`config.mk`:
```
export PLATFORM = sky130hd
export DESIGN_NAME = sbe_muldiv
export DESIGN_NICKNAME = d
export VERILOG_FILES = /design/src/stack_bytecode_executor_unit_macros.svh /design/src/sbe_pkg.sv /design/src/sbe_muldiv.sv
export SDC_FILE = /design/constraint.sdc
export NUM_CORES = 2
export LEC_CHECK = 0
export ABC_CLOCK_PERIOD_IN_PS = 8900
export BUFFER_PORTS_ARGS = -buffer_cell sky130_fd_sc_hd__buf_2
export CAP_MARGIN = 5
export CORE_UTILIZATION = 59
export CTS_CLUSTER_DIAMETER = 50
export CTS_CLUSTER_SIZE = 8
export DETAILED_ROUTE_END_ITERATION = 7
export PLACE_DENSITY_LB_ADDON = 0.3
export SETUP_SLACK_MARGIN = 0.02
export SYNTH_ARGS = -nofsm -noshare
export SYNTH_HDL_FRONTEND = slang
export SYNTH_SLANG_ARGS = --single-unit
```
`constraint.sdc`:
```
create_clock -name i_clk -period 8.9 [get_ports i_clk]
set_clock_uncertainty 0.2 [all_clocks]
set_input_delay 0.89 -clock i_clk [delete_from_list [all_inputs] [get_ports i_clk]]
set_output_delay 0.89 -clock i_clk [all_outputs]
set_load 0.02 [all_outputs]
```
`src/stack_bytecode_executor_unit_macros.svh`:
```
// assertion helper macros for the stack bytecode executor
// used by the rtl files that carry concurrent checks; no other dependencies
`ifndef STACK_BYTECODE_EXECUTOR_UNIT_MACROS_SVH
`define STACK_BYTECODE_EXECUTOR_UNIT_MACROS_SVH

// same-cycle implication, checks off while reset is asserted
`define SBE_ASSERT_IMPL(label, clk, rst_n, ante, cons, msg) \
    label: assert property (@(posedge clk) disable iff (!(rst_n)) (ante) |-> (cons)) \
        else $error(msg);

// next-cycle implication, checks off while reset is asserted
`define SBE_ASSERT_NEXT(label, clk, rst_n, ante, cons, msg) \
    label: assert property (@(posedge clk) disable iff (!(rst_n)) (ante) |=> (cons)) \
        else $error(msg);

`endif

```
`src/sbe_pkg.sv`:
```
// shared types and constants of the stack bytecode executor
// no dependencies; imported by sbe_muldiv and stack_bytecode_executor_unit
`default_nettype none

package sbe_pkg;

    localparam int WORD_W     = 64;
    localparam int HALF_W     = 32;
    localparam int ACT_W      = 4;
    localparam int STATUS_W   = 3;
    localparam int DEPTH_OUT_W = 9;

    localparam int S_TDATA_W = 64;
    localparam int S_TUSER_W = 5;
    localparam int M_TDATA_W = 80;
    localparam int M_TUSER_W = 5;

    // opcodes
    localparam logic [ACT_W-1:0] OP_CONST = 4'd0;
    localparam logic [ACT_W-1:0] OP_ADD   = 4'd1;
    localparam logic [ACT_W-1:0] OP_SUB   = 4'd2;
    localparam logic [ACT_W-1:0] OP_MUL   = 4'd3;
    localparam logic [ACT_W-1:0] OP_DIV   = 4'd4;
    localparam logic [ACT_W-1:0] OP_NEG   = 4'd5;
    localparam logic [ACT_W-1:0] OP_POP   = 4'd6;
    localparam logic [ACT_W-1:0] OP_SHOW  = 4'd7;
    localparam logic [ACT_W-1:0] OP_GT    = 4'd8;
    localparam logic [ACT_W-1:0] OP_RET   = 4'd9;

    // result status codes
    localparam logic [STATUS_W-1:0] STS_OK        = 3'd0;
    localparam logic [STATUS_W-1:0] STS_HALTED    = 3'd1;
    localparam logic [STATUS_W-1:0] STS_UNDERFLOW = 3'd2;
    localparam logic [STATUS_W-1:0] STS_OVERFLOW  = 3'd3;
    localparam logic [STATUS_W-1:0] STS_DIVZERO   = 3'd4;
    localparam logic [STATUS_W-1:0] STS_UNKNOWN   = 3'd5;

    // one stack entry: tag above payload
    typedef struct packed {
        logic              is_bool;
        logic [WORD_W-1:0] payload;
    } t_entry;

    // request to the multiply / divide unit
    typedef struct packed {
        logic              start;
        logic              is_div;
        logic [WORD_W-1:0] a;
        logic [WORD_W-1:0] b;
    } t_md_req;

    // response from the multiply / divide unit
    typedef struct packed {
        logic              busy;
        logic [WORD_W-1:0] result;
    } t_md_rsp;

endpackage

`default_nettype wire

```
`src/sbe_muldiv.sv`:
```
// multi-cycle 64-bit multiply (low half) and signed divide for the executor
// depends on sbe_pkg; multiply uses one 32x32 multiplier, divide is radix-2
`default_nettype none

module sbe_muldiv (
    input  wire logic             i_clk,
    input  wire logic             i_rst_n,
    input  sbe_pkg::t_md_req      i_req,
    output sbe_pkg::t_md_rsp      o_rsp
);
    import sbe_pkg::*;

    localparam logic [1:0] MD_IDLE = 2'd0;
    localparam logic [1:0] MD_MUL  = 2'd1;
    localparam logic [1:0] MD_DIV  = 2'd2;
    localparam logic [1:0] MD_FIX  = 2'd3;

    localparam int CNT_W = $clog2(WORD_W);

    logic [1:0]        r_state;
    logic [CNT_W-1:0]  r_cnt;
    logic [WORD_W-1:0] r_a;
    logic [WORD_W-1:0] r_b;
    logic [WORD_W-1:0] r_rem;
    logic [WORD_W-1:0] r_prod;
    logic [WORD_W-1:0] r_acc;
    logic              r_neg;

    logic [HALF_W-1:0] w_mul_x;
    logic [HALF_W-1:0] w_mul_y;
    logic [WORD_W-1:0] w_prod;
    logic [WORD_W:0]   w_rem_sh;
    logic [WORD_W:0]   w_diff;
    logic              w_ge;

    // partial products: lo*lo, lo*hi, hi*lo
    assign w_mul_x = (r_cnt == CNT_W'(2)) ? r_a[WORD_W-1:HALF_W] : r_a[HALF_W-1:0];
    assign w_mul_y = (r_cnt == CNT_W'(1)) ? r_b[WORD_W-1:HALF_W] : r_b[HALF_W-1:0];
    assign w_prod  = WORD_W'(w_mul_x) * WORD_W'(w_mul_y);

    assign w_rem_sh = {r_rem, r_a[WORD_W-1]};
    assign w_diff   = w_rem_sh - {1'b0, r_b};
    assign w_ge     = !w_diff[WORD_W];

    always_ff @(posedge i_clk) begin
        if (!i_rst_n) begin
            r_state <= MD_IDLE;
            r_cnt   <= '0;
        end else begin
            unique case (r_state)
                MD_IDLE: begin
                    if (i_req.start) begin
                        r_cnt   <= '0;
                        r_state <= i_req.is_div ? MD_DIV : MD_MUL;
                    end
                end
                MD_MUL: begin
                    r_cnt <= r_cnt + CNT_W'(1);
                    if (r_cnt == CNT_W'(3)) begin
                        r_state <= MD_IDLE;
                    end
                end
                MD_DIV: begin
                    r_cnt <= r_cnt + CNT_W'(1);
                    if (r_cnt == CNT_W'(WORD_W - 1)) begin
                        r_state <= MD_FIX;
                    end
                end
                MD_FIX: begin
                    r_state <= MD_IDLE;
                end
                default: r_state <= MD_IDLE;
            endcase
        end
    end

    always_ff @(posedge i_clk) begin
        unique case (r_state)
            MD_IDLE: begin
                if (i_req.start) begin
                    if (i_req.is_div) begin
                        // magnitudes; the minimum value stays 2^63 as unsigned
                        r_a   <= i_req.a[WORD_W-1] ? (WORD_W'(0) - i_req.a) : i_req.a;
                        r_b   <= i_req.b[WORD_W-1] ? (WORD_W'(0) - i_req.b) : i_req.b;
                        r_rem <= '0;
                        r_neg <= i_req.a[WORD_W-1] ^ i_req.b[WORD_W-1];
                    end else begin
                        r_a <= i_req.a;
                        r_b <= i_req.b;
                    end
                end
            end
            MD_MUL: begin
                r_prod <= w_prod;
                if (r_cnt == CNT_W'(1)) begin
                    r_acc <= r_prod;
                end else if (r_cnt != CNT_W'(0)) begin
                    r_acc <= r_acc + {r_prod[HALF_W-1:0], {HALF_W{1'b0}}};
                end
            end
            MD_DIV: begin
                r_rem <= w_ge ? w_diff[WORD_W-1:0] : w_rem_sh[WORD_W-1:0];
                r_a   <= {r_a[WORD_W-2:0], w_ge};
            end
            MD_FIX: begin
                r_acc <= r_neg ? (WORD_W'(0) - r_a) : r_a;
            end
            default: ;
        endcase
    end

    assign o_rsp.busy   = (r_state != MD_IDLE);
    assign o_rsp.result = r_acc;

endmodule

`default_nettype wire

```
### Word-level counts from Yosys, hierarchy flattened

Cells that the tools add are included.

| word-level totals | value |
|---|---|
| register bits | 329 |
| input bits | 132 |
| output and inout port bits | 65 |

| operators by class | value |
|---|---|
| equal/unequal tests | 12 |
| reductions and logical operators | 15 |
| $add $sub $neg | 6 |
| bitwise operators | 1 |
| muxes and demuxes | 23 |
| multiply operators | 1 |

Operators by type and width:

| kind | number |
|---|---|
| 2-to-1 mux 64 bit | 11 |
| case mux 64 bit (2 select lines) | 3 |
| subtractor 1 x 64 -> 64 bit, first input constant | 3 |
| subtractor 65 x 64 -> 65 bit | 1 |
| adder 64 bit | 1 |
| multiplier 32 x 32 -> 64 bit | 1 |
| 2-to-1 mux 32 bit | 2 |
| == test 6 x 2 -> 1 bit, second input constant | 2 |
| case mux 6 bit (2 select lines) | 1 |
| AND reduction 3 bit | 3 |
| 2-to-1 mux 2 bit | 4 |
| inequality test 2 bit, second input constant | 4 |
| case mux 2 bit (4 select lines) | 1 |
| AND reduction 2 bit | 4 |
| nonzero test 2 bit | 4 |
| adder 6 x 1 -> 6 bit, second input constant | 1 |
| == test 6 x 1 -> 1 bit, second input constant | 1 |
| == test 6 bit, second input constant | 1 |
| 2-to-1 mux 6 bit | 1 |
| nonzero test 6 bit | 1 |
| == test 2 bit, second input constant | 2 |
| inequality test 3 bit, second input constant | 1 |
| == test 2 x 1 -> 1 bit, second input constant | 1 |
| zero test 2 bit | 1 |
| other kinds (3) | 3 |

### Longest topological paths before layout

| logic depth | value |
|---|---|
| word-level depth | 5 |
| gate-level depth with buffers | 35 |
| gate-level depth less buffers | 31 |

### Worst setup path before layout

Ideal clock, no wire load.

| timing | value |
|---|---|
| path kind | register -> register |
| start point | register r_cnt[2] |
| end point | register r_prod[56] (data pin) |
| slack | -501 ps |
| buffers on the path | 3 |
| library setup time | 207 ps |
| arrival | 8993 ps |
| cell stages (with the launch flop) | 31 |
| cell sequence | dfxtp_1 -> nor4_1 -> and2_1 -> clkbuf_1 -> clkbuf_1 -> nor2_1 -> a21oi_1 -> clkbuf_1 -> nor2_1 -> fa_1 -> fa_1 -> fa_1 -> inv_1 -> fa_1 -> inv_1 -> fa_1 -> inv_1 -> fa_1 -> inv_1 -> fa_1 -> fa_1 -> ha_1 -> a21o_1 -> a31oi_1 -> a31oi_1 -> a211oi_1 -> o21ai_0 -> a311oi_1 -> a211oi_1 -> o21a_1 -> a2111oi_0 |

| on the way | value |
|---|---|
| longest elaborated chain between the ends | 3 |
| elaborated cells between the ends (all ways) | 5 |
| those cells by class | 1 x mul; 2 x eq/ne; 2 x mux |

Ends and longest elaborated chain:

| element | line | source |
|---|---|---|
| start, declared | sbe_muldiv.sv:21 | `logic [CNT_W-1:0] r_cnt;` |
| start signal, assigned | sbe_muldiv.sv:58 | `r_cnt <= r_cnt + CNT_W'(1);` |
| start signal, assigned | sbe_muldiv.sv:64 | `r_cnt <= r_cnt + CNT_W'(1);` |
| == test 6 x 2 -> 1 bit / == test 6 x 1 -> 1 bit (equally long branches) | sbe_muldiv.sv:37, sbe_muldiv.sv:38 |  |
| 2-to-1 mux 32 bit (on tied branches) | sbe_muldiv.sv:37, sbe_muldiv.sv:38 |  |
| multiplier 32 x 32 -> 64 bit (*) | sbe_muldiv.sv:39 | `assign w_prod = WORD_W'(w_mul_x) * WORD_W'(w_mul_y);` |
| named net w_prod[56] | sbe_muldiv.sv:31 | `logic [WORD_W-1:0] w_prod;` |
| end signal, assigned | sbe_muldiv.sv:94 | `r_prod <= w_prod;` |
| end, declared | sbe_muldiv.sv:25 | `logic [WORD_W-1:0] r_prod;` |

The timed path passes the listed nets; every way through them passes the cells marked *.
A chain may end at the register's enable or synchronous reset.

### Final worst setup path

| timing | value |
|---|---|
| start point | register r_cnt[4] |
| end point | register r_prod[62] (data pin) |

Same word-level chain as after synthesis.

==> results.txt <==
- Worst hold endpoint: r_state[1]$_SDFFE_PN0P_
- Setup repair after global routing could not meet its margin everywhere.
- # fillers: around 7.3k
* Maximum number of pins on one net before global-route repair: 110
- IO Port Bufs: 196
* Number of nets with antenna violations after detailed routing: 0
* Crit. End Element: flip-flop
- The worst setup path is of the flip-flop to flip-flop kind.
* Tot GR Track Use: 45.2%
- Sequential-to-total area share from yosys stat: 17.6%
* Via density per instance: just over 6
- Post-synth EDFFs: 321
* Max_cap viols: 0
- After detailed routing, the average wire length per cell comes to approximately 27 µm.
- CTS H-Tree Depth: 2
- Total CTS buffers: 54
- After the last flow step, the layout net total stands at ~8.3k.
- Async set-reset flop share out of synthesis: 0%
* CORE AREA: 93500 µm²
- 0 antenna diodes ended up in the layout.
* Antenna violations before repair: 9
- Clock latency on the worst-skew pair, taken at its later pin, is about 690 ps.
* FF-to-FF Start: r_cnt[4]$_SDFFE_PN0P_
* Most used flip-flop cell after synthesis: edfxtp_1
- The post-route netlist has 17.1% of its cells at a drive strength greater than 1.
- Summing every instance area after synthesis gives approximately 56000 µm².
- The number of pins with negative max-slew slack in the final report came to 0.
- Number of cell instances on the worst register-to-register path: 33
- At the pin with the least slew margin, the transition time is approximately 1200 ps.
* Critical-path cell with the highest stage delay: fa_2
- The number of global-route vias before repair is around 50k.
- The tree is rooted in a clkbuf_16.
* Final worst path period need: roughly 8800 ps
- Final hold violation count: 0
* Row Count: around 110
- Hold repair after CTS inserted 0 buffers.
- Initial cell density of the core: about 60%
- Count of different cell masters after synthesis: 86
- The largest single stage delay on the critical path is about 620 ps.
- STA classifies the critical path startpoint as a flip-flop.
- At the worst endpoint, the arrival time is a little over 9000 ps.
- For this run, the top clock speed supported by timing is around 110 MHz.
- Setup violations, final: 0
- After detailed routing, the number of remaining DRC violations is 0.
- Via count: ~50k
- Highest net fanout along the worst path: 10
- DP Wirelength: about 180000 µm
- Total Die Area: 95700 µm²
- Summing all placed instances gives a cell area of ~63000 µm².
* Critical path required time: 9210 ps
- Result of the run: finished, final reports clean
* Overflow left after global routing: 0
* Number of instances in the synthesized netlist: between 6k and 7k
* Fin crit share: about 100%
* Accumulated negative setup slack: 0 ps
- Total nets after synthesis: approximately 7.7k
- No sink is reached through more buffers than the 3 on the longest clock path.
- Wire length reported by the detailed router: between 200000 and 250000 µm
* Die span in y: ~310 µm
- Routability-driven placement finished with a final weighted congestion of 1.09.
- Before antenna repair, the detailed router went through 6 iterations.
* First-pass GRT wire length: ~310000 µm
- Clk slew on worst S/H paths: roughly 50 ps
* Layout overhead on the synthesized area: 19.4%
- Dividing the synthesized area by the synthesized cell count gives between 8 and 9 µm².
- Worst hold path class: primary input to flip-flop
* Critical hold path startpoint: i_rst_n
- Internal reg-to-reg setup slack: between 100 and 150 ps
* Die span in x: 309 µm
- The most critical setup path has its startpoint at r_cnt[4]$_SDFFE_PN0P_.
- For this block, the initial DRC count from the detailed router was roughly 5.7k.
- Slew Limit Headroom: a little over 20%
- Worst R2R End: r_prod[62]$_DFFE_PP_
- Pin placement for this block handled 197 I/O pins.
* Finished Cell Area: between 60000 and 70000 µm²
- Counting stages on the worst path, the most repeated cell is fa_1.
- Along the worst hold path, the cell count comes to 3.
- Counting flops and latches in the post-synthesis netlist gives ~330.
- Number of sinks driven by the clock tree: approximately 330
- CTS tree: done
- Syn. warnings: 0
[timing repair]
action                     CTS  global route
pin swaps                    8            57
resized for setup           44           187
gates cloned                 2            12
setup buffers                3            38
setup endpoints to repair   16            21
[sequential cells by signal, indices dropped and copies added (netlist names)]
signal / count
r_a: 64
r_acc: 64
r_b: 64
r_prod: 64
r_rem: 64
r_cnt: 6
r_state: 2
r_neg: 1
[cells in the mapped netlist, types with 19 or more instances]
cell      instances  area share, %
inv_1           985            6.6
fa_1            898             32
nor2_1          836            5.6
nand2_1         775            5.2
ha_1            369            8.3
a21oi_1         323            2.9
edfxtp_1        321             17
clkbuf_1        290            2.0
o21ai_0         245            2.2
xnor2_1         178            2.8
xor2_1          133            2.1
a21o_1          129            1.7
nand3_1          61           0.55
nor3_1           54           0.48
o31ai_1          46           0.62
or3_1            44           0.49
a211oi_1         42           0.57
nand4_1          41           0.46
mux2i_1          36           0.65
nand2b_1         36           0.40
o21bai_1         36           0.48
mux2_2           35           0.71
or4_1            33           0.44
o21a_1           29           0.39
a31oi_1          22           0.25
buf_1            22           0.15
nor4_1           22           0.25
nor2b_1          20           0.22
o41ai_1          19           0.30
or2_2            19           0.21
[cell usage in the layout, fill, tap and decap left out, types with 29 or more instances in the layout]
cell and instances:
fa_1 879, clkbuf_16 67, buf_4 520, or4_1 33, nor3_1 53, o21bai_1 35
edfxtp_1 321, nand2b_1 36, o21a_1 29, o21ai_0 231, o31ai_1 45, ha_1 342
nand3_1 59, or3_1 44, xor2_1 132, inv_1 974, nand2_1 773, xnor2_1 177
a21o_1 129, nand4_1 41, buf_12 98, a21oi_1 292, a211oi_1 38, buf_2 196
nor2_1 808
[critical path, delay by kind of cell, from the launching register on]
family,cells,cell delay [ps]
compound gates,8,1280
buf+inv,11,1480
mux,1,290
flops,1,330
fa+ha+maj,9,4530
simple gates,4,510
[per-layer routing]
layer	track usage, %	wire length, µm	vias to the layer above	part of all wire (%)
li1	-	-	21549	-
met1	55.6	77400	24515	36
met2	70.1	95700	3198	44
met4	31.1	19600	12	9.0
met5	0	75	-	0.034
met3	11.6	24900	855	11
[worst max path at each step]
stage	end	slack (ps)
final	r_prod[62]$_DFFE_PP_	110
after global placement	r_prod[61]$_DFFE_PP_	-390
after detailed placement	r_prod[58]$_DFFE_PP_	-430
after floorplan	r_prod[56]$_DFFE_PP_	40
after global routing	r_prod[56]$_DFFE_PP_	-110
after CTS	r_prod[58]$_DFFE_PP_	20
[through the flow]
| step | setup slack, ps | hold WS, ps | util, % | instances |
|---|---|---|---|---|
| finish | 114 | 325 | 71.2 | 8190 |
| global route | -113 | 360 | 71.2 | 8190 |
| detailed placement | -434 | 381 | 67.4 | 8050 |
| global placement | -392 | 374 | 67.4 | 8050 |
| CTS | 24.4 | 309 | 69.6 | 8140 |
| floorplan | 36.3 | 276 | - | 6313 |
[final cells by class]
class | instances | area, µm² | share of cell area, %
clock inverter | 16 | 235 | 0.354
tap | 1254 | 1570 | 2.36
inverter | 985 | 3700 | 5.56
clock buffer | 69 | 1450 | 2.18
multi-input combinational | 4684 | 42300 | 63.6
timing repair buffer | 853 | 7490 | 11.3
sequential | 329 | 9800 | 14.7
[cells by family (layout without fill, tap and decap cells)]
kind of cell	after synthesis	count (layout)	share of synthesized area (%)
mux	71	71	1.35
flops	329	329	17.6
compound gates	1010	1010	11.3
simple gates	2025	2025	15.5
buf+inv	1300	1923	8.78
fa+ha+maj	1267	1267	40.5
xor+xnor	311	311	4.89
Power is not shown: default switching activity piles up to over one toggle a cycle in this logic, so the estimate is an artifact.
